### src/rtl/smart_card_atr_parser_defines.svh
// Assertion macros for the smart card ATR parser.
// Used by the top level; expects clk and rst_n in scope at the point of use.
`ifndef SMART_CARD_ATR_PARSER_DEFINES_SVH
`define SMART_CARD_ATR_PARSER_DEFINES_SVH

`ifndef SYNTH

// Same-cycle implication, disabled while reset is asserted
`define SCA_ASSERT_NOW(lbl, ant, cons) \
  lbl: assert property (@(posedge clk) disable iff (!rst_n) (ant) |-> (cons)) \
    else $error("ATR parser assertion failed");

// Next-cycle implication, disabled while reset is asserted
`define SCA_ASSERT_NEXT(lbl, ant, cons) \
  lbl: assert property (@(posedge clk) disable iff (!rst_n) (ant) |=> (cons)) \
    else $error("ATR parser assertion failed");

`else

`define SCA_ASSERT_NOW(lbl, ant, cons)
`define SCA_ASSERT_NEXT(lbl, ant, cons)

`endif

`endif

### src/rtl/sc_atr_pkg.sv
// Shared types and codes for the smart card ATR parser.
// No dependencies; imported by sc_atr_classify and smart_card_atr_parser.
package sc_atr_pkg;

  // Input transaction payload
  typedef struct packed {
    logic       mode;
    logic [7:0] char_value;
  } in_item_t;

  // Result transaction payload
  typedef struct packed {
    logic [7:0] byte_out;
    logic [2:0] kind;
    logic [2:0] group_index;
    logic [3:0] hist_index;
    logic       reverse_conv;
    logic       atr_done;
    logic [1:0] status;
  } out_item_t;

  // Input mode codes
  localparam logic MODE_CHAR    = 1'b0;
  localparam logic MODE_RESTART = 1'b1;

  // Character kinds
  localparam logic [2:0] KIND_TS   = 3'd0;
  localparam logic [2:0] KIND_T0   = 3'd1;
  localparam logic [2:0] KIND_TA   = 3'd2;
  localparam logic [2:0] KIND_TB   = 3'd3;
  localparam logic [2:0] KIND_TC   = 3'd4;
  localparam logic [2:0] KIND_TD   = 3'd5;
  localparam logic [2:0] KIND_HIST = 3'd6;
  localparam logic [2:0] KIND_TCK  = 3'd7;

  // Status codes
  localparam logic [1:0] ST_OK        = 2'd0;
  localparam logic [1:0] ST_BAD_TS    = 2'd1;
  localparam logic [1:0] ST_AFTER_END = 2'd2;
  localparam logic [1:0] ST_TOO_MANY  = 2'd3;

  // TS convention characters
  localparam logic [7:0] TS_DIRECT      = 8'h3B;
  localparam logic [7:0] TS_INVERSE     = 8'h03;
  localparam logic [7:0] TS_INVERSE_OUT = 8'h3F;

endpackage

### src/rtl/smart_card_atr_parser.sv
// Smart card ATR parser top level: input register, classifier, result register.
// Depends on sc_atr_pkg, sc_atr_classify and smart_card_atr_parser_defines.svh.
//
// Usage:
//   Send each received ATR character on in_data with mode clear; send a
//   transaction with mode set to restart parsing for a new ATR. Every input
//   transaction yields exactly one result on out_data, in order.
//   Both channels are valid/ready; a transaction moves when both are high.
//   Latency is two register stages, the input register and the result
//   register; out_valid rises once the accepted transaction is loaded into
//   the result register. Throughput is one transaction per cycle while the
//   receiver does not stall: the input register feeds the classifier, which
//   updates the parse state and loads the result register in the same cycle.
//   When the receiver stalls, the result register holds its transaction and
//   the input register takes one more; in_ready drops only when both are
//   full and out_ready is low.
//   Synchronous reset clears the valid flags of both registers and returns
//   the parser to waiting for TS with direct convention.
`include "smart_card_atr_parser_defines.svh"

module smart_card_atr_parser #(
  parameter int MAX_GROUPS = 8
) (
  input  logic                  clk,
  input  logic                  rst_n,
  input  logic                  in_valid,
  output logic                  in_ready,
  input  sc_atr_pkg::in_item_t  in_data,
  output logic                  out_valid,
  input  logic                  out_ready,
  output sc_atr_pkg::out_item_t out_data
);
  import sc_atr_pkg::*;

  logic      in_valid_r;
  in_item_t  in_data_r;
  logic      out_valid_r;
  out_item_t out_data_r;
  out_item_t result;
  logic      advance;
  logic      fire;

  // Result register can take a new transaction when empty or draining
  assign advance  = !out_valid_r || out_ready;
  assign fire     = in_valid_r && advance;
  assign in_ready = !in_valid_r || advance;

  sc_atr_classify #(
    .MAX_GROUPS(MAX_GROUPS)
  ) u_classify (
    .clk   (clk),
    .rst_n (rst_n),
    .fire  (fire),
    .item  (in_data_r),
    .result(result)
  );

  // Input register control
  always_ff @(posedge clk) begin
    if (!rst_n) begin
      in_valid_r <= 1'b0;
    end else if (in_ready) begin
      in_valid_r <= in_valid;
    end
  end

  // Input register payload
  always_ff @(posedge clk) begin
    if (in_valid && in_ready) begin
      in_data_r <= in_data;
    end
  end

  // Result register control
  always_ff @(posedge clk) begin
    if (!rst_n) begin
      out_valid_r <= 1'b0;
    end else if (advance) begin
      out_valid_r <= in_valid_r;
    end
  end

  // Result register payload
  always_ff @(posedge clk) begin
    if (fire) begin
      out_data_r <= result;
    end
  end

  assign out_valid = out_valid_r;
  assign out_data  = out_data_r;

  `SCA_ASSERT_NEXT(a_fire_fills_out, fire, out_valid_r)
  `SCA_ASSERT_NEXT(a_in_hold_stall, in_valid_r && !advance, in_valid_r && $stable(in_data_r))
  `SCA_ASSERT_NOW(a_bad_ts_fields, out_valid_r && out_data_r.status == ST_BAD_TS,
    out_data_r.kind == KIND_TS && !out_data_r.reverse_conv && !out_data_r.atr_done)
  `SCA_ASSERT_NOW(a_hist_ok, out_valid_r && out_data_r.kind == KIND_HIST,
    out_data_r.status == ST_OK && out_data_r.group_index == 3'd0)

endmodule

### src/rtl/sc_atr_classify.sv
// ATR character classifier: parse state and next-state logic for one character.
// Depends on sc_atr_pkg. State advances only on the fire strobe from the top level.
module sc_atr_classify #(
  parameter int MAX_GROUPS = 8
) (
  input  logic                  clk,
  input  logic                  rst_n,
  input  logic                  fire,
  input  sc_atr_pkg::in_item_t  item,
  output sc_atr_pkg::out_item_t result
);
  import sc_atr_pkg::*;

  localparam int GW = $clog2(MAX_GROUPS);
  localparam logic [GW-1:0] GC_LAST = GW'(MAX_GROUPS - 1);

  typedef enum logic [3:0] {
    PH_TS, PH_T0, PH_TA, PH_TB, PH_TC, PH_TD, PH_HIST, PH_TCK, PH_DONE
  } phase_t;

  phase_t        phase_r, phase_nxt;
  logic [7:0]    ind_r, ind_nxt;
  logic [GW-1:0] gc_r, gc_nxt;
  logic [3:0]    he_r, he_nxt;
  logic [3:0]    hc_r, hc_nxt;
  logic          tck_r, tck_nxt;
  logic          rev_r, rev_nxt;

  logic [7:0]    c;
  logic [2:0]    from;
  logic          walk;

  // Pick the next interface byte announced at or after 'from', else the tail
  function automatic phase_t next_phase(input logic [7:0] ind, input logic [2:0] frm,
                                        input logic [3:0] hc, input logic [3:0] he,
                                        input logic tck);
    logic       found;
    logic [1:0] sel;
    phase_t     ph;
    found = 1'b0;
    sel   = 2'd0;
    for (int k = 0; k < 4; k++) begin
      if (!found && (3'(k) >= frm) && ind[4+k]) begin
        found = 1'b1;
        sel   = 2'(k);
      end
    end
    if (found) begin
      unique case (sel)
        2'd0: ph = PH_TA;
        2'd1: ph = PH_TB;
        2'd2: ph = PH_TC;
        2'd3: ph = PH_TD;
      endcase
    end else if (hc < he) begin
      ph = PH_HIST;
    end else if (tck) begin
      ph = PH_TCK;
    end else begin
      ph = PH_DONE;
    end
    return ph;
  endfunction

  assign c = item.char_value;

  // Classify the character and work out the next parse state
  always_comb begin
    phase_nxt = phase_r;
    ind_nxt   = ind_r;
    gc_nxt    = gc_r;
    he_nxt    = he_r;
    hc_nxt    = hc_r;
    tck_nxt   = tck_r;
    rev_nxt   = rev_r;
    from      = 3'd4;
    walk      = 1'b0;
    result    = '0;
    result.byte_out = c;
    result.kind     = KIND_TS;
    result.status   = ST_OK;

    if (item.mode == MODE_RESTART) begin
      phase_nxt = PH_TS;
      ind_nxt   = '0;
      gc_nxt    = '0;
      he_nxt    = '0;
      hc_nxt    = '0;
      tck_nxt   = 1'b0;
      rev_nxt   = 1'b0;
      result    = '0;
    end else begin
      unique case (phase_r)
        PH_TS: begin
          if (c == TS_DIRECT) begin
            rev_nxt   = 1'b0;
            phase_nxt = PH_T0;
          end else if (c == TS_INVERSE) begin
            rev_nxt   = 1'b1;
            result.byte_out = TS_INVERSE_OUT;
            phase_nxt = PH_T0;
          end else begin
            rev_nxt = 1'b0;
            result.status = ST_BAD_TS;
          end
        end
        PH_T0: begin
          result.kind = KIND_T0;
          ind_nxt = c;
          gc_nxt  = '0;
          he_nxt  = c[3:0];
          hc_nxt  = '0;
          tck_nxt = 1'b0;
          from    = 3'd0;
          walk    = 1'b1;
        end
        PH_TA: begin
          result.kind        = KIND_TA;
          result.group_index = 3'(gc_r);
          from = 3'd1;
          walk = 1'b1;
        end
        PH_TB: begin
          result.kind        = KIND_TB;
          result.group_index = 3'(gc_r);
          from = 3'd2;
          walk = 1'b1;
        end
        PH_TC: begin
          result.kind        = KIND_TC;
          result.group_index = 3'(gc_r);
          from = 3'd3;
          walk = 1'b1;
        end
        PH_TD: begin
          result.kind        = KIND_TD;
          result.group_index = 3'(gc_r);
          ind_nxt = c;
          if (c[3:0] != 4'd0) begin
            tck_nxt = 1'b1;
          end
          // Last group: drop any further interface bytes
          if (gc_r == GC_LAST) begin
            if (c[7:4] != 4'd0) begin
              result.status = ST_TOO_MANY;
            end
            ind_nxt = {4'd0, c[3:0]};
          end else begin
            gc_nxt = gc_r + 1'b1;
          end
          from = 3'd0;
          walk = 1'b1;
        end
        PH_HIST: begin
          result.kind       = KIND_HIST;
          result.hist_index = hc_r;
          hc_nxt = hc_r + 4'd1;
          from   = 3'd4;
          walk   = 1'b1;
        end
        PH_TCK: begin
          result.kind     = KIND_TCK;
          result.atr_done = 1'b1;
          phase_nxt       = PH_DONE;
        end
        default: begin
          result.status = ST_AFTER_END;
          phase_nxt     = PH_DONE;
        end
      endcase

      if (walk) begin
        phase_nxt = next_phase(ind_nxt, from, hc_nxt, he_nxt, tck_nxt);
        result.atr_done = (phase_nxt == PH_DONE);
      end
      result.reverse_conv = rev_nxt;
    end
  end

  // Hold parse state; advance on each fired transaction
  always_ff @(posedge clk) begin
    if (!rst_n) begin
      phase_r <= PH_TS;
      ind_r   <= '0;
      gc_r    <= '0;
      he_r    <= '0;
      hc_r    <= '0;
      tck_r   <= 1'b0;
      rev_r   <= 1'b0;
    end else if (fire) begin
      phase_r <= phase_nxt;
      ind_r   <= ind_nxt;
      gc_r    <= gc_nxt;
      he_r    <= he_nxt;
      hc_r    <= hc_nxt;
      tck_r   <= tck_nxt;
      rev_r   <= rev_nxt;
    end
  end

endmodule
### config.mk
export PLATFORM = sky130hd
export DESIGN_NAME = smart_card_atr_parser
export DESIGN_NICKNAME = d
export VERILOG_FILES = /design/src/rtl/sc_atr_pkg.sv /design/src/rtl/smart_card_atr_parser.sv /design/src/rtl/sc_atr_classify.sv
export VERILOG_INCLUDE_DIRS = /design/src /design/src/rtl
export SDC_FILE = /design/constraint.sdc
export NUM_CORES = 1
export LEC_CHECK = 0
export BUFFER_PORTS_ARGS = -buffer_cell sky130_fd_sc_hd__buf_2
export CORE_MARGIN = 5
export CORE_UTILIZATION = 40
export CTS_BUF_LIST = sky130_fd_sc_hd__clkbuf_4 sky130_fd_sc_hd__clkbuf_8
export DETAILED_ROUTE_END_ITERATION = 8
export MAX_ROUTING_LAYER = met4
export PLACE_DENSITY_LB_ADDON = 0.05
export SYNTH_ARGS = -nofsm -noshare
export SYNTH_HDL_FRONTEND = slang
export SYNTH_SLANG_ARGS = --single-unit
### constraint.sdc
create_clock -name clk -period 3.7 [get_ports clk]
set_clock_uncertainty 0.2 [all_clocks]
set_input_delay 0.74 -clock clk [delete_from_list [all_inputs] [get_ports clk]]
set_output_delay 0.74 -clock clk [all_outputs]
set_load 0.05 [all_outputs]
==> results of run 1 <==
[worst paths after layout]
path,endpoint,slack (ns),cells past startpoint
worst max-delay path,out_data[2],0.60,8
worst max register to register,out_data[2],0.60,8
worst min register to register,u_classify.rev_r,0.27,2
worst min-delay path,u_classify.rev_r,0.27,2
[flip-flops by register name (all words and copies together), names as in the netlist, 3 cells and up]
name	count
u_classify.ind_r	3
u_classify.he_r	4
u_classify.phase_r	4
u_classify.hc_r	4
out_data	22
u_classify.gc_r	3
in_data_r	9
[cell families after synthesis]
group / Yosys count / share of synthesized area, %
and+or+nand+nor: 105 / 22.7
AOI/OAI and AO/OA: 58 / 15.8
DFF: 53 / 52.0
buffers and inverters: 20 / 3.32
muxes: 7 / 3.03
adders and majority gates: 6 / 2.84
xor gates and xnor gates: 1 / 0.332
[layer usage]
metal	wire length, um	up-vias	global-route usage (%)
met1	2820	919	21.1
li1	-	999	-
met5	0	-	-
met4	86	0	4.03
met3	324	8	2.98
met2	2600	62	22.5
[through the flow]
step	cell area [sq um]	utilization, %	total power (uW)	cells
after detailed placement	2900	45.3	793	355
final	2990	46.8	1120	363
after CTS	2990	46.8	1130	363
after global placement	2900	45.3	793	355
after floorplan	2640	-	755	250
after global routing	2990	46.8	1160	363
[critical path, stage by stage (launching register included)]
cell and delay (ns):
dfxtp_1 0.66, nor4b_4 0.58, mux2i_1 0.30, ha_1 0.28, a21o_1 0.19, a21oi_1 0.18, o211ai_2 0.17, a32oi_1 0.21
o22ai_1 0.10
[synth_stat cells (all sizes together), types with 2 or more instances]
cell type / n
edfxtp: 31
nor2: 29
dfxtp: 22
a21oi: 16
nand2: 16
and2: 11
a22oi: 10
nor3: 10
clkbuf: 8
o21ai: 7
buf: 6
ha: 6
inv: 6
nand3: 6
nor2b: 6
mux2i: 5
a32oi: 4
a21boi: 3
and3: 3
nor4b: 3
or4b: 3
a211o: 2
a32o: 2
and4b: 2
mux2: 2
nand2b: 2
nand4: 2
o211ai: 2
o21a: 2
o32ai: 2
or2: 2
or3: 2
or4: 2
[area by class of cell]
cell class	count	area share (%)
Clock buffer	7	2.81
Clock inverter	1	0.251
Inverter	6	0.754
Multi-Input combinational cell	177	39.5
Sequential cell	53	45.9
Tap cell	77	3.23
Timing Repair Buffer	42	7.54
[power groups by stage]
stage,Clock [uW],Sequential [uW],Combinational (uW)
after floorplan,0,708,47.0
after global placement,0,676,117
after detailed placement,0,676,116
after CTS,347,663,117
after global routing,367,666,126
final,337,662,116
[cells in the final DEF (no fill, tap or decap), types with 2 or more instances in the layout]
cell type / instances
o21a_1: 2
nor2b_1: 6
a21oi_1: 15
a22oi_1: 10
or4_1: 2
buf_4: 6
and3_1: 3
inv_1: 5
or3_1: 2
clkbuf_4: 2
nor2_1: 29
nand2_1: 16
a32o_1: 2
nor3_1: 10
nand2b_1: 2
nand3_1: 6
or2_2: 2
or4b_1: 3
clkbuf_8: 5
edfxtp_1: 31
buf_2: 36
nand4_1: 2
and4b_1: 2
a32oi_1: 4
ha_1: 6
nor4b_1: 2
dfxtp_1: 22
mux2i_1: 5
a21boi_0: 3
mux2_4: 2
o21ai_0: 5
and2_1: 11
a211o_1: 2
==> key figures, run 1 <==
Final layout
  – # fillers: 624
  – Area growth syn-to-layout: 13.2%
  – Multi-input gate area: 1180 sq um
  – Layout cells sized above 1: 22.0%
  – Ant diodes: 0
  – Register Area: 1370 sq um
  – Fin nets: 304

Floorplan
  – Die X: 91.2 um
  – Die Area: 8320 sq um
  – Die height: 91.2 um
  – Core region area: 6390 sq um
  – Site Rows: 29
  – Ports: 37
  – Starting density of the core: 41.3%

Clocking
  – Post_cts resized: 0
  – CTS root buf: clkbuf_8
  – Setup Buffers After CTS: 0
  – Num CTS Buffers: 5
  – Num Clock Sinks: 53
  – Worst-skew pair later-pin latency: 0.31 ns
  – Clk pin slew, worst setup/hold paths: 0.09 ns
  – Htree depth: 2
  – Hold buffers post-CTS: 0
  – Clock Tree Buf Depth: 2
  – TritonCTS clock tree: built

STA
  – Setup TNS: 0 ns
  – Smallest setup slack after layout: 0.599 ns
  – Setup Viol. Count Final: 0
  – RSZ-0062 raised after global routing: no
  – Period utilization: 83.8%
  – Fmax: 0.322 GHz
  – Final min period: 3.10 ns
  – Least-Margin Pin Slew: 0.668 ns
  – Worst hold margin: 0.269 ns
  – Max-slew violations: 0
  – Slew Limit Headroom: 55.4%
  – Final hold violations: 0

Routing
  – Vias: 1,988
  – Total routed wirelength: 5.83 mm
  – DRC: 0
  – DRT iter0 DRCs: 215
  – Detailed Routing Iterations Pass 1: 4
  – DRT antenna net count: 0
  – Detailed-route wire length per cell: 16.1 um
  – Vias/cell: 5.48

Setup path
  – Worst Path Required: 3.56 ns
  – Worst R2R Start: u_classify.phase_r[0]
  – Setup crit start kind: flip-flop
  – Crit. Startpoint: u_classify.phase_r[0]
  – CP endpoint kind: flip-flop
  – Crit path DAT: 2.96 ns
  – Critical Path Fanout Max: 18
  – Crit Path Class: flip-flop to flip-flop

Logic synthesis
  – Post-synth EDFFs: 31
  – Synth top area share: 35.3%
  – Net Count, Synth: 269
  – Post-Syn Instances: 250
  – Ys async rst share: 0%
  – Top post-synthesis cells by area: edfxtp_1 35%, dfxtp_1 17%, nor2_1 4.1%
  – Seq cells post-synth: 53
  – Synth Cell Area: 2640 sq um
  – Cell taking the most area after synthesis: edfxtp_1
  – Avg Cell Area, Syn: 10.6 sq um
  – Ys Warns: 0
  – Register area share after synthesis: 52.0%
  – Synth cell types: 57
  – Top FF cell, synth: edfxtp_1

Power and ir drop
  – Sw Share: 26.1%
  – P_sw: 292 uW
  – Power per Cell Area: 373 nW/um^2
  – Int Pwr: 824 uW
  – Leakage: 0.00111 uW
  – Combinational Power Share: 10.4%
  – Max VDD drop: 0.000215 V
  – Clock network power share: 30.2%
  – Sequential share of power: 59.4%

GRT
  – Total gr overflow: 0
  – Vias in the first global route: 1,924
  – First-pass GRT wire length: 10.1 mm
  – Largest net degree at the start of global routing: 20
  – Total GRT Usage: 15.1%
  – Antenna violations before repair: 0

Placed design
  – Pre-CTS setup slack: 0.608 ns
  – RePlAce Congestion: 0.792
  – Number of port buffers: 36
  – Hpwl dp: 4.00 mm

Hold path
  – Worst Hold Class: flip-flop to flip-flop
  – Startpoint of the worst hold path: u_classify.rev_r

Job
  – Max-cap violations: 0

Outcome
  – Status: finished, final reports clean
(Power assumes the default switching activity.)
==> run 2, diff against run 1 <==
clock period = 2.7 ns   (was 3.7 ns; I/O delays follow)
==> key figures, run 2 (same netlist as run 1, synthesis figures left out) <==
Outcome
  – Status: finished, final reports clean

Clocking
  – Htree depth: 2
  – Clock Tree Buf Depth: 2
  – Num Clock Sinks: 53
  – CTS root buf: clkbuf_8
  – Clk pin slew, worst setup/hold paths: 0.09 ns
  – Worst-skew pair later-pin latency: 0.30 ns
  – Num CTS Buffers: 5
  – TritonCTS clock tree: built

STA
  – RSZ-0062 raised after global routing: yes
  – Worst hold margin: 0.207 ns
  – Max-slew violations: 0
  – Smallest setup slack after layout: 0.122 ns
  – Slew Limit Headroom: 53.1%
  – Period utilization: 95.5%
  – Least-Margin Pin Slew: 0.703 ns
  – Fmax: 0.388 GHz
  – Final min period: 2.58 ns
  – Setup Viol. Count Final: 0
  – Final hold violations: 0

Setup path
  – CP Buf/Inv Count: 0
  – CP endpoint kind: flip-flop
  – Worst Path Required: 2.56 ns
  – Critical-path cell list: or4b_4 -> nand2_2 -> mux2i_2 -> ha_1 -> a21o_1 -> a21oi_2 -> o211ai_2 -> a32oi_1 -> o22ai_1
  – Crit path DAT: 2.44 ns
  – Crit path max-delay family: compound AO/OA/AOI/OAI gates
  – Highest cell delay on the worst timing path: 0.56 ns
  – Setup crit start kind: flip-flop
  – Slowest CP cell: or4b_4
  – Critical Path Fanout Max: 4
  – Crit Path Class: flip-flop to flip-flop

GRT
  – Total GRT Usage: 15.4%
  – First-pass GRT wire length: 10.2 mm
  – Antenna violations before repair: 0
  – Vias in the first global route: 2,016
  – Total gr overflow: 0
  – Largest net degree at the start of global routing: 22

Power and ir drop
  – Power per Cell Area: 515 nW/um^2
  – Leakage: 0.00117 uW
  – Max VDD drop: 0.000255 V

Floorplan
  – Ports: 37
  – Core region area: 6390 sq um
  – Die Area: 8320 sq um
  – Starting density of the core: 41.3%
  – Site Rows: 29
  – Die X: 91.2 um
  – Die height: 91.2 um

Placed design
  – RePlAce Congestion: 0.825
  – Hpwl dp: 4.17 mm
  – Pre-CTS setup slack: 0.0525 ns
  – Number of port buffers: 36

Final layout
  – Most common cell after layout, fill and taps aside: buf_2
  – Utilization after layout: 48.4%
  – Layout cells sized above 1: 27.0%
  – Area growth syn-to-layout: 17.2%
  – Max reg flops: 22
  – Ant diodes: 0
  – Most frequent cells in the layout: 36 x buf_2, 31 x edfxtp_1, 29 x nor2_1
  – Fin nets: 311

Routing
  – Total routed wirelength: 5.96 mm
  – DRC: 0
  – Vias: 2,015
  – Detailed Routing Iterations Pass 1: 4
  – DRT iter0 DRCs: 125
  – Vias/cell: 5.45
  – DRT antenna net count: 0
  – Detailed-route wire length per cell: 16.1 um

Job
  – Max-cap violations: 0

Hold path
  – Worst Hold Class: input pin to flip-flop
-- run 2: cell count changes in the layout (fill, tap and decap cells not counted), sizes merged --
cell and change:
clkinv +1, bufinv +1, buf +7, clkbuf -2
-- run 2: layout make-up --
type,instances,area (sq um)
fillers,623,3290
flip-flops and latches,53,1380
multi-input cells,177,1210
repair buffers,49,278
well taps,77,96.3
clock buffers,5,68.8
clock inverters,3,41.3
inverters,6,22.5
-- run 2: metal layers --
| metal | GRT usage (%) | up-vias | wire length, um |
|---|---|---|---|
| li1 | - | 1017 | - |
| met1 | 21.8 | 952 | 2930 |
| met2 | 22.6 | 41 | 2710 |
| met3 | 3.14 | 5 | 272 |
| met4 | 3.67 | 0 | 44 |
| met5 | - | - | 0 |
-- run 2: power by group --
part | switching [uW] | leakage, uW | internal, uW
sequential | 21.3 | 0.000472 | 881
combinational | 122 | 0.000643 | 45.8
clock | 251 | 0.0000518 | 273
total | 394 | 0.00117 | 1200
-- run 2: repair_timing --
| item | CTS | global route |
|---|---|---|
| hold buffers | 0 | 0 |
| setup buffers | 0 | 1 |
| gates resized for setup | 0 | 10 |
| endpoints found under the setup margin | 0 | 4 |
-- run 2: worst paths after layout --
path                              start                to  slack, ns  depth (start not counted)
setup / recovery  u_classify.phase_r[2]       out_data[2]       0.12                          9
hold / removal               in_data[2]      in_data_r[2]       0.21                          1
setup reg to reg  u_classify.phase_r[2]       out_data[2]       0.12                          9
hold reg to reg        u_classify.rev_r  u_classify.rev_r       0.27                          2
-- run 2: through the flow --
stage	power [uW]	area [sq um]	cells	TNS, ns
3_5_place_dp	1090	2950	361	0
5_1_grt	1660	3090	370	-0.0106
4_1_cts	1620	3060	369	0
3_3_place_gp	1090	2950	361	0
6_report	1590	3090	370	0
2_1_floorplan	1040	2660	250	0
==> run 3, diff against run 2 <==
clock period = 2.4 ns   (was 2.7 ns; I/O delays follow)
==> key figures, run 3 (same netlist as run 1, synthesis figures left out) <==
Outcome
  – Status: finished, violations left
  – Failing checks: negative setup slack

Clocking
  – Num CTS Buffers: 5
  – Worst-skew pair later-pin latency: 0.30 ns
  – CTS root buf: clkbuf_8
  – TritonCTS clock tree: built
  – Clock Tree Buf Depth: 2
  – Clk pin slew, worst setup/hold paths: 0.09 ns
  – Htree depth: 2
  – Num Clock Sinks: 53

GRT
  – Antenna violations before repair: 0
  – Vias in the first global route: 2,059
  – Total GRT Usage: 15.7%
  – First-pass GRT wire length: 10.3 mm
  – Total gr overflow: 0
  – Largest net degree at the start of global routing: 22

STA
  – RSZ-0062 raised after global routing: yes
  – Period utilization: 107%
  – Worst hold margin: 0.144 ns
  – Least-Margin Pin Slew: 0.484 ns
  – Setup Viol. Count Final: 5
  – Final min period: 2.56 ns
  – Slew Limit Headroom: 67.4%
  – Fmax: 0.390 GHz
  – Final hold violations: 0
  – Max-slew violations: 0
  – Smallest setup slack after layout: -0.162 ns

Setup path
  – Setup crit start kind: flip-flop
  – Crit Path Class: flip-flop to flip-flop
  – Worst Path Required: 2.26 ns
  – CP endpoint kind: flip-flop
  – Crit path DAT: 2.42 ns
  – Critical Path Fanout Max: 4

Final layout
  – Ant diodes: 0
  – Layout cells sized above 1: 31.1%
  – Most frequent cells in the layout: 36 x buf_2, 31 x edfxtp_1, 29 x nor2_1
  – Max reg flops: 22
  – Most common cell after layout, fill and taps aside: buf_2
  – Area growth syn-to-layout: 21.8%
  – Fin nets: 327
  – Finished Cell Area: 3210 sq um

Floorplan
  – Ports: 37
  – Die Area: 8320 sq um
  – Starting density of the core: 41.3%
  – Die X: 91.2 um
  – Core region area: 6390 sq um
  – Site Rows: 29
  – Die height: 91.2 um

Power and ir drop
  – Leakage: 0.00125 uW
  – Sw Share: 26.4%
  – Clock network power share: 28.3%
  – P_sw: 448 uW
  – Int Pwr: 1250 uW
  – Power per Cell Area: 528 nW/um^2
  – Sequential share of power: 59.6%
  – Combinational Power Share: 12.1%
  – Max VDD drop: 0.000296 V

Placed design
  – Hpwl dp: 4.48 mm
  – Post-DP Area: 3070 sq um
  – Number of port buffers: 36
  – RePlAce Congestion: 0.778

Routing
  – Vias: 2,107
  – DRT iter0 DRCs: 173
  – Detailed Routing Iterations Pass 1: 4
  – Detailed-route wire length per cell: 16.0 um
  – Total routed wirelength: 6.16 mm
  – Vias/cell: 5.46
  – DRC: 0
  – DRT antenna net count: 0

Hold path
  – Worst Hold Class: input pin to flip-flop

Job
  – Max-cap violations: 0
## run 3: final timing paths
| path | start | endpoint | slack, ns | depth (start not counted) |
|---|---|---|---|---|
| max | u_classify.phase_r[1] | out_data[2] | -0.16 | 9 |
| min | in_data[1] | in_data_r[1] | 0.14 | 1 |
| max reg2reg | u_classify.phase_r[1] | out_data[2] | -0.16 | 9 |
| min reg2reg | u_classify.rev_r | u_classify.rev_r | 0.27 | 2 |
## run 3: final cells by class
cell class | instances | area, sq um
Sequential cell | 53 | 1380
Inverter | 6 | 22.5
Multi-Input combinational cell | 177 | 1220
Clock buffer | 5 | 68.8
Clock inverter | 3 | 12.5
Tap cell | 77 | 96.3
Timing Repair Buffer | 65 | 414
Fill cell | 608 | 3170
## run 3: power by group through the flow
stage / Sequential [uW] / Combinational (uW) / Clock, uW
2_1_floorplan: 1090 / 76.4 / 0
3_3_place_gp: 1030 / 204 / 0
3_5_place_dp: 1030 / 204 / 0
4_1_cts: 1010 / 205 / 504
5_1_grt: 1020 / 221 / 535
6_report: 1010 / 205 / 480
## run 3: layer usage
layer  vias to the layer above  part of all wire, %  global-route usage, %
li1                       1050                    -                      -
met1                      1002                   48                   21.5
met2                        46                   47                   23.8
met3                         9                  4.1                   2.40
met4                         0                  1.7                   5.62
met5                         -                    0                      -
## run 3: worst max-delay path, cell delays in order, from the launching register on
cell and delay (ns):
dfxtp_4 0.37, or4b_4 0.55, nand2_2 0.08, mux2i_2 0.08
ha_1 0.31, a21o_1 0.18, a21oi_2 0.12, o211ai_2 0.13
a32oi_1 0.21, o22ai_1 0.09
## run 3: repair_timing
item | 4_1_cts | 5_1_grt
hold buffers | 0 | 0
resized for setup | 5 | 7
buffers inserted | 1 | 1
pin swaps | 3 | 3
endpoints found under the setup margin | 5 | 5
## run 3: stage by stage
step	total power [uW]	TNS [ns]	instances	util (%)	setup WS [ns]
2_1_floorplan	1170	-0.584	250	-	-0.179
3_3_place_gp	1240	-0.398	376	48.1	-0.137
3_5_place_dp	1240	-0.554	376	48.1	-0.154
4_1_cts	1720	-0.461	385	49.7	-0.132
5_1_grt	1770	-1.01	386	50.3	-0.286
6_report	1700	-0.497	386	50.3	-0.162
